`src/rtl/bas_pkg.sv`:
```
`default_nettype none

package bas_pkg;

  localparam int unsigned SAMPLE_W  = 12;
  localparam int unsigned SUM_W     = 16;
  localparam int unsigned FILL_W    = 5;
  localparam int unsigned REG_W     = 12;
  localparam int unsigned REG_IDX_W = 1;

  localparam logic [REG_IDX_W-1:0] REG_SPREAD_LIMIT = 1'd0;
  localparam logic [REG_IDX_W-1:0] REG_FLOOR        = 1'd1;

  localparam logic [REG_W-1:0] SPREAD_LIMIT_RESET = 12'd300;
  localparam logic [REG_W-1:0] FLOOR_RESET        = 12'd30;

  // One channel's state, stored as a single memory row.
  typedef struct packed {
    logic [FILL_W-1:0]   fill;
    logic [SUM_W-1:0]    sum;
    logic [SAMPLE_W-1:0] min;
    logic [SAMPLE_W-1:0] max;
    logic [SAMPLE_W-1:0] held;
  } row_t;

  typedef struct packed {
    logic [SAMPLE_W-1:0] level;
    logic                done;
    logic                rejected;
  } res_t;

endpackage

`default_nettype wire

```
`src/rtl/block_average_spread_reject.sv`:
```
// Per-channel block averager with spread rejection.
// Input channel: channel_i and sample_i under in_valid_i / in_stall_o. An item
// is taken at a clock edge with in_valid_i high and in_stall_o low.
// Output channel: level_o, window_done_o and window_rejected_o under
// out_valid_o / out_stall_i. Every input item gives exactly one result item.
// The edge that takes an item reads the channel's row from the state memory
// into the read stage; the edge that moves it on updates the row and loads the
// output register. One item per cycle is sustained while the receiver does not
// stall, also for the same channel twice in a row, because the row just written
// is forwarded into the read stage.
// Configuration: cfg_we_i, cfg_idx_i and cfg_data_i write spread_limit (index
// 0) and floor (index 1); write them only while no item is in flight.
// Reset loads spread_limit 300 and floor 30 and clears one valid flag per
// channel row, so all counts, sums and held averages read as zero at once; no
// clearing pass is needed. When the receiver stalls, the output register holds
// its item, one more item can wait in the read stage, and then in_stall_o rises.
// Items with a channel number at or beyond the configured count leave the state
// alone and report zero.

`default_nettype none

module block_average_spread_reject #(
  parameter int unsigned WINDOW   = 16,
  parameter int unsigned CHANNELS = 3
) (
  input  logic                          clk_i,
  input  logic                          rst_ni,
  input  logic                          cfg_we_i,
  input  logic [bas_pkg::REG_IDX_W-1:0] cfg_idx_i,
  input  logic [bas_pkg::REG_W-1:0]     cfg_data_i,
  input  logic                          in_valid_i,
  output logic                          in_stall_o,
  input  logic [1:0]                    channel_i,
  input  logic [bas_pkg::SAMPLE_W-1:0]  sample_i,
  output logic                          out_valid_o,
  input  logic                          out_stall_i,
  output logic [bas_pkg::SAMPLE_W-1:0]  level_o,
  output logic                          window_done_o,
  output logic                          window_rejected_o
);
  import bas_pkg::*;

  localparam int unsigned AW = (CHANNELS > 1) ? $clog2(CHANNELS) : 1;
  localparam logic [3:0]  CH_LIMIT = 4'(CHANNELS);

  row_t mem [CHANNELS];
  row_t rd_q;

  logic [CHANNELS-1:0] row_vld_q;
  logic [REG_W-1:0]    spread_limit_q;
  logic [REG_W-1:0]    floor_q;

  logic                s1_vld_q;
  logic [AW-1:0]       s1_addr_q;
  logic [SAMPLE_W-1:0] s1_sample_q;
  logic                s1_inr_q;
  logic                s1_rvld_q;
  logic                s1_fwd_q;
  row_t                s1_fwd_row_q;

  logic                out_vld_q;
  res_t                out_res_q;

  logic [2:0]    ch_ext;
  logic [AW-1:0] in_addr;
  logic          in_range;
  logic          in_accept;
  logic          advance;
  logic          s1_go;
  logic          wr_en;
  row_t          cur_row;
  row_t          new_row;
  res_t          res;

  assign ch_ext   = {1'b0, channel_i};
  assign in_addr  = ch_ext[AW-1:0];
  assign in_range = ({2'b00, channel_i} < CH_LIMIT);

  assign advance    = !out_vld_q || !out_stall_i;
  assign s1_go      = s1_vld_q && advance;
  assign in_stall_o = s1_vld_q && !advance;
  assign in_accept  = in_valid_i && !in_stall_o;
  assign wr_en      = s1_go && s1_inr_q;

  // A row that was written at the edge of the read is newer than the read data.
  assign cur_row = s1_fwd_q ? s1_fwd_row_q : (s1_rvld_q ? rd_q : '0);

  bas_update #(
    .WINDOW(WINDOW)
  ) u_update (
    .row_i         (cur_row),
    .sample_i      (s1_sample_q),
    .spread_limit_i(spread_limit_q),
    .floor_i       (floor_q),
    .row_o         (new_row),
    .res_o         (res)
  );

  always_ff @(posedge clk_i) begin
    if (wr_en) begin
      mem[s1_addr_q] <= new_row;
    end
    if (in_accept && in_range) begin
      rd_q <= mem[in_addr];
    end
  end

  always_ff @(posedge clk_i or negedge rst_ni) begin
    if (!rst_ni) begin
      row_vld_q      <= '0;
      spread_limit_q <= SPREAD_LIMIT_RESET;
      floor_q        <= FLOOR_RESET;
      s1_vld_q       <= 1'b0;
      out_vld_q      <= 1'b0;
    end else begin
      if (wr_en) begin
        row_vld_q[s1_addr_q] <= 1'b1;
      end
      if (cfg_we_i) begin
        case (cfg_idx_i)
          REG_SPREAD_LIMIT: spread_limit_q <= cfg_data_i;
          REG_FLOOR:        floor_q        <= cfg_data_i;
          default: begin
          end
        endcase
      end
      if (in_accept) begin
        s1_vld_q <= 1'b1;
      end else if (s1_go) begin
        s1_vld_q <= 1'b0;
      end
      if (advance) begin
        out_vld_q <= s1_vld_q;
      end
    end
  end

  always_ff @(posedge clk_i) begin
    if (in_accept) begin
      s1_addr_q    <= in_addr;
      s1_sample_q  <= sample_i;
      s1_inr_q     <= in_range;
      s1_rvld_q    <= in_range && row_vld_q[in_addr];
      s1_fwd_q     <= wr_en && (s1_addr_q == in_addr);
      s1_fwd_row_q <= new_row;
    end
    if (s1_go) begin
      out_res_q <= s1_inr_q ? res : '0;
    end
  end

  assign out_valid_o       = out_vld_q;
  assign level_o           = out_res_q.level;
  assign window_done_o     = out_res_q.done;
  assign window_rejected_o = out_res_q.rejected;

endmodule

`default_nettype wire

```
`src/rtl/bas_update.sv`:
```
`default_nettype none

module bas_update #(
  parameter int unsigned WINDOW = 16
) (
  input  bas_pkg::row_t                      row_i,
  input  logic [bas_pkg::SAMPLE_W-1:0]       sample_i,
  input  logic [bas_pkg::REG_W-1:0]          spread_limit_i,
  input  logic [bas_pkg::REG_W-1:0]          floor_i,
  output bas_pkg::row_t                      row_o,
  output bas_pkg::res_t                      res_o
);
  import bas_pkg::*;

  // The mean is the sum times a rounded-up reciprocal of WINDOW. With the shift
  // at least the sum width plus log2 of WINDOW the quotient is exact.
  localparam int unsigned RECIP_SHIFT = SUM_W + FILL_W;
  localparam int unsigned RECIP       = ((2 ** RECIP_SHIFT) + WINDOW - 1) / WINDOW;
  localparam int unsigned PROD_W      = SUM_W + RECIP_SHIFT;

  logic                first;
  logic [SAMPLE_W-1:0] nmin;
  logic [SAMPLE_W-1:0] nmax;
  logic [SUM_W-1:0]    nsum;
  logic [FILL_W-1:0]   nfill;
  logic                done;
  logic [SAMPLE_W-1:0] spread;
  logic [PROD_W-1:0]   prod;
  logic [SAMPLE_W-1:0] mean;
  logic                rejected;
  logic [SAMPLE_W-1:0] nheld;

  assign first  = (row_i.fill == '0);
  assign nmin   = (first || (sample_i < row_i.min)) ? sample_i : row_i.min;
  assign nmax   = (first || (sample_i > row_i.max)) ? sample_i : row_i.max;
  assign nsum   = row_i.sum + SUM_W'(sample_i);
  assign nfill  = row_i.fill + FILL_W'(1);
  assign done   = (nfill >= FILL_W'(WINDOW));
  assign spread = nmax - nmin;
  assign prod   = PROD_W'(nsum) * PROD_W'(RECIP);
  assign mean   = prod[RECIP_SHIFT +: SAMPLE_W];

  assign rejected = done && (spread > spread_limit_i);
  assign nheld    = (done && !rejected) ? mean : row_i.held;

  always_comb begin
    row_o.fill = done ? '0 : nfill;
    row_o.sum  = done ? '0 : nsum;
    row_o.min  = nmin;
    row_o.max  = nmax;
    row_o.held = nheld;
  end

  always_comb begin
    res_o.level    = (nheld > floor_i) ? nheld : '0;
    res_o.done     = done;
    res_o.rejected = rejected;
  end

endmodule

`default_nettype wire

```
`config.mk`:
```
export PLATFORM = sky130hd
export DESIGN_NAME = block_average_spread_reject
export DESIGN_NICKNAME = d
export VERILOG_FILES = /design/src/rtl/bas_pkg.sv /design/src/rtl/block_average_spread_reject.sv /design/src/rtl/bas_update.sv
export SDC_FILE = /design/constraint.sdc
export NUM_CORES = 1
export LEC_CHECK = 0
export ABC_AREA = 1
export BUFFER_PORTS_ARGS = -buffer_cell sky130_fd_sc_hd__buf_4
export CORE_AREA = 4 4 181 183
export CTS_BUF_LIST = sky130_fd_sc_hd__clkbuf_16
export CTS_CLUSTER_DIAMETER = 120
export DETAILED_ROUTE_END_ITERATION = 10
export DIE_AREA = 0 0 185 187
export PLACE_DENSITY = 0.66
export SLEW_MARGIN = 20
export SYNTH_ARGS = -nofsm -noshare
export SYNTH_HDL_FRONTEND = slang
export SYNTH_SLANG_ARGS = --single-unit
```
`constraint.sdc`:
```
create_clock -name clk_i -period 9.8 [get_ports clk_i]
set_clock_uncertainty 0.2 [all_clocks]
set_input_delay 1.96 -clock clk_i [delete_from_list [all_inputs] [get_ports clk_i]]
set_output_delay 1.96 -clock clk_i [all_outputs]
set_load 0.01 [all_outputs]
```
==> results.cfg, run 1 <==
[run_status]
status = completed

[min_path]
min_to = row_vld_q[0]
min_from = row_vld_q[0]
hold_path_class = register to register
min_path_cells = 2

[clock_network]
cts.sinks = 345
postCtsHoldBufs = 0
cts_tree = built
cts_made_buffers = 38
clk_path_buf_depth = 3
root_buffer = clkbuf_16
post_cts_buffers = 0
insertion_delay_ps = 540
htreeDepth = 2
clk_pin_slew_ps = 60

[detailed_routing]
vias_per_cell = 5.63
drt_iter0_drc = 831
first_pass_iters = 5
antenna_left = 0
drc = 0
vias = 10300
wire_per_inst_um = 20.5
wl_mm = 37.3

[synthesis]
yosysTopAreaCellShare_pct = 61.3
ys.flop_type = edfxtp_1
postSynthCellCount = 1338
ys_warn_count = 0
synth_seq_cells = 345
async_reset_ff_share_pct = 8.41
synth-edff-count = 316
synth.distinct_cells = 43
syn_area_per_cell_um2 = 11.6
synthTopCellsByArea = edfxtp_1 (61%), nand2_1 (5.7%), ha_1 (5.6%), a21oi_1 (5.2%), dfrtp_1 (3.4%)
netlist_area_um2 = 15500
yosysSeqAreaShare_pct = 66.1
synth_top_area_cell = edfxtp_1

[placement]
gp_congestion = 0.872
placed_area_um2 = 16300
numPortBuffers = 47
dpl.hpwl_mm = 22.9

[global_route]
grt_pass1_vias = 10300
grt_remaining_overflow = 0
grt_usage_pct = 21.5
grt_max_degree = 75
antenna_found_initial = 0
grt_pass1_wl_mm = 57.9

[critical_path]
path_max_fanout = 59
reg2reg_depth = 45
crit_path_start = s1_fwd_q
path_class = register to register
r2r_slack_ps = 1000
arrival_ps = 8960
worst_ep_required_time_ps = 9960
cpPeakStageDelay_ps = 630
r2r-start = s1_fwd_q
cpMostUsedCell = nand2_1
cp_slowest_cell = buf_4
r2r_end = level_o[8]
critPathCaptureType = register
startpoint_type = register

[pwr]
netSwitchingPower_uw = 1320
clockPowerShare_pct = 32.5
peakVddDrop_mv = 0.181
cellPowerDensity_nw_per_um2 = 248
internal_power_uw = 3020
leakage_uw = 0.00702
p_comb_share_pct = 23.6
p_seq_share_pct = 43.9
power.share.switching_pct = 30.4

[cells_and_area]
syn_to_final_growth_pct = 13.2
stdcell_area_um2 = 17500
antennaDiodeCount = 0
layout-drive-gt1-share_pct = 11.1
fin_nets = 1495
fillers = 2634

[floorplan]
ios = 48
dieArea_um2 = 34600
core_area_um2 = 31200
die-height_um = 187
fp-row-count = 65
die_w_um = 185
start_util_pct = 49.6

[sta]
slew_violations = 0
tns_ps = 0
hold_violations = 0
fmax_mhz = 114
setup_viol = 0
finalCriticalPeriod_ps = 8800
tightest_slew_ps = 1110
rsz0062_at_grt = false
relSlewSlack_pct = 25.8
min_period_over_period_pct = 89.8

[run]
drv_cap = 0
[layer usage]
layer	GRT usage (%)	routed length (um)
met2	35.1	18100
met1	29.7	15800
met5	0	0
met4	6.69	1110
met3	3.46	2350
[worst max path at each step]
stage              endpoint  slack [ps]  depth (start not counted)
6_report         level_o[8]        1000                         45
5_1_grt          level_o[8]         170                         45
4_1_cts          level_o[8]         990                         47
3_5_place_dp     level_o[8]         960                         47
3_3_place_gp     level_o[8]        1350                         47
2_1_floorplan  row_vld_q[1]        2050                          4
[cells in the mapped netlist, types with 7 or more instances]
cell type and instances:
a21oi_1 161, edfxtp_1 316, nand2_2 7, nand2_1 237
nand4_1 11, clkbuf_1 39, xnor2_1 9, xor2_1 15
nor3_1 10, a22oi_1 29, inv_1 129, nor2_1 99
nand3_1 39, a22o_1 24, ha_1 69, o21ai_0 60
or2_2 10, dfstp_2 8, dfrtp_1 21
[state kept, by name, summed over array words and instances (netlist names)]
name               count
mem                  171
s1_sample_q           12
s1_rvld_q              1
s1_inr_q               1
s1_addr_q              2
s1_fwd_q               1
window_done_o          1
spread_limit_q        12
floor_q               12
level_o               12
window_rejected_o      1
s1_vld_q               1
row_vld_q              3
out_valid_o            1
s1_fwd_row_q          57
rd_q                  57
[kinds of logic (layout without fill, tap and decap cells)]
kind of cell	count (synthesis)	count (layout)	synth area share, %
DFF	345	345	66.1
AOI/OAI and AO/OA	296	296	11.0
other	1	4	0.0242
buffers and inverters	183	262	4.54
and+or+nand+nor	419	419	11.3
adders and majority gates	70	70	5.71
xor gates and xnor gates	24	24	1.36
[layout make-up]
cell class,count,area [um^2],area share [%]
well taps,402,503,2.87
inverters,135,510,2.91
repair buffers,60,450,2.57
flip-flops and latches,345,10200,58.4
clock buffers,38,951,5.43
multi-input cells,813,4590,26.2
clock inverters,29,287,1.64
[power groups by stage]
stage | clock, uW | combinational, uW | sequential, uW
detailed placement | 0 | 1020 | 1930
global placement | 0 | 997 | 1930
finish | 1410 | 1020 | 1910
CTS | 1440 | 1020 | 1910
floorplan | 0 | 699 | 1920
global route | 1510 | 1160 | 1920
[repair_timing]
action,4_1_cts,5_1_grt
resized for setup,0,2
endpoints found under the setup margin,0,1
endpoints found under the hold margin,0,0
[worst max-delay path: cells and delay by family (launching register included)]
kind,cells,cell delay [ps]
compound gates,9,2180
buf+inv,7,1410
flops,1,360
simple gates,24,3120
fa+ha+maj,5,1360
[stage by stage]
| stage | setup WS, ps | power [uW] | util [%] | hold WS [ps] | instances |
|---|---|---|---|---|---|
| after global routing | 173 | 4580 | 56.1 | 290 | 1822 |
| after CTS | 989 | 4370 | 56.1 | 264 | 1822 |
| after floorplan | 2050 | 2620 | - | 227 | 1341 |
| after detailed placement | 963 | 2950 | 52.1 | 249 | 1755 |
| final | 999 | 4340 | 56.1 | 258 | 1822 |
| after global placement | 1350 | 2930 | 52.1 | 241 | 1755 |
[layout by cell type, fill, tap and decap left out, types with 21 or more instances in the layout]
master,n
nand2_1,237
clkbuf_16,38
a22o_1,24
nand3_1,39
buf_4,60
nor2_1,97
dfrtp_1,21
a22oi_1,29
edfxtp_1,316
a21oi_1,160
inv_1,135
ha_1,69
o21ai_0,60
Power figures use the tool's default switching activity.
==> run 2: changes to the inputs <==
--- a/config.mk
+++ b/config.mk
@@ -13,6 +13,7 @@
 export DETAILED_ROUTE_END_ITERATION = 10
 export DIE_AREA = 0 0 185 187
 export PLACE_DENSITY = 0.66
+export RECOVER_POWER = 100
 export SLEW_MARGIN = 20
 export SYNTH_ARGS = -nofsm -noshare
 export SYNTH_HDL_FRONTEND = slang
==> results.cfg, run 2 (synthesized netlist as in run 1, its figures left out) <==
[run_status]
status = finished, violations left
violations = max-capacitance violations, max-slew violations

[pwr]
peakVddDrop_mv = 0.174
netSwitchingPower_uw = 1310
power.share.switching_pct = 30.3
clockPowerShare_pct = 32.6
p_seq_share_pct = 44.2
internal_power_uw = 3020
p_comb_share_pct = 23.2
cellPowerDensity_nw_per_um2 = 249
leakage_uw = 0.00689

[floorplan]
core_area_um2 = 31200
fp-row-count = 65
die-height_um = 187
start_util_pct = 49.6
dieArea_um2 = 34600
ios = 48
die_w_um = 185

[critical_path]
path_buf_inv = 9
startpoint_type = register
path_max_fanout = 59
cpPeakStageDelay_ps = 620
worst_ep_required_time_ps = 9960
critPathCaptureType = register
arrival_ps = 8980
cpMostUsedCell = nand2_1
cp_top_family = simple AND/OR/NAND/NOR gates
path_class = register to register
cp_slowest_cell = buf_4

[clock_network]
clk_pin_slew_ps = 60
root_buffer = clkbuf_16
cts_made_buffers = 38
cts_tree = built
cts.sinks = 345
postCtsHoldBufs = 0
htreeDepth = 2
insertion_delay_ps = 540
post_cts_buffers = 0
clk_path_buf_depth = 3
cts_resized = 0

[global_route]
grt_pass1_vias = 10300
antenna_found_initial = 0
top_usage_layer = met2
grt_usage_pct = 21.5
grtUsageMet2_pct = 35.1
grt_pass1_wl_mm = 57.9
grt_max_degree = 75
use_met3_pct = 3.46
use_met1_pct = 29.7
grt_remaining_overflow = 0

[cells_and_area]
fin_nets = 1495
layout-drive-gt1-share_pct = 8.03
multiInputGateArea_um2 = 4550
largest_reg_flops = 171
final_common_cell = edfxtp_1
fillers = 2669
regMostFlops = mem
antennaDiodeCount = 0
syn_to_final_growth_pct = 12.2
mostFrequentLayoutCells = edfxtp_1 (316), nand2_1 (240), a21oi_1 (160)
reg_top3 = mem (171), rd_q (57), s1_fwd_row_q (57)
seq_area_um2 = 10200

[placement]
dpl.hpwl_mm = 22.9
numPortBuffers = 47
gp_congestion = 0.872
pre_cts_ws_ps = 963

[sta]
hold_violations = 0
relSlewSlack_pct = -209
setup_viol = 0
finalCriticalPeriod_ps = 8810
rsz0062_at_grt = false
fmax_mhz = 113
tns_ps = 0
tightest_slew_ps = 4630
slew_violations = 528
hold_ws_ps = 260
worst_slack_ps = 986
min_period_over_period_pct = 89.9

[detailed_routing]
antenna_left = 0
drt_iter0_drc = 885
wl_mm = 37.1
first_pass_iters = 5
vias = 10200
wire_per_inst_um = 20.4
vias_per_cell = 5.62
drc = 0

[min_path]
hold_path_class = register to register

[run]
drv_cap = 12
## run 2: final cells by class
cell class	count	share of cell area [%]
clock buffer	38	5.48
tap	402	2.90
sequential	345	58.9
inverter	135	2.94
timing repair buffer	60	1.92
multi-input combinational	813	26.2
clock inverter	29	1.65
## run 2: worst paths after layout
kind | from | cells after the start | to | slack [ps]
setup / recovery | s1_fwd_q | 45 | level_o[8] | 990
hold / removal | row_vld_q[0] | 2 | row_vld_q[0] | 260
setup reg to reg | s1_fwd_q | 45 | level_o[8] | 990
hold reg to reg | row_vld_q[0] | 2 | row_vld_q[0] | 260
max in group asynchronous | rst_ni | 1 | out_valid_o | 6740
min in group asynchronous | rst_ni | 1 | floor_q[5] | 1670
## run 2: layer usage
metal	up-vias	wire (um)
li1	4824	-
met1	5011	15800
met2	317	17900
met3	84	2240
met4	0	1170
met5	-	0
## run 2: worst min-delay path: cells and delay by family, from the launching register on
kind | cells | cell delay [ps]
flops | 1 | 320
compound gates | 1 | 60
buf+inv | 1 | 40
## run 2: through the flow
step	utilization (%)	instance area, um^2	total power [uW]	instances
2_1_floorplan	-	15500	2620	1341
4_1_cts	56.1	17500	4370	1822
6_report	55.6	17400	4330	1822
3_3_place_gp	52.1	16300	2930	1755
5_1_grt	55.6	17400	4570	1822
3_5_place_dp	52.1	16300	2950	1755
## run 2: power groups by stage
stage / Sequential, uW / Clock [uW] / Combinational, uW
4_1_cts: 1910 / 1440 / 1020
3_3_place_gp: 1930 / 0 / 997
6_report: 1910 / 1410 / 1010
5_1_grt: 1920 / 1510 / 1140
2_1_floorplan: 1920 / 0 / 699
3_5_place_dp: 1930 / 0 / 1020
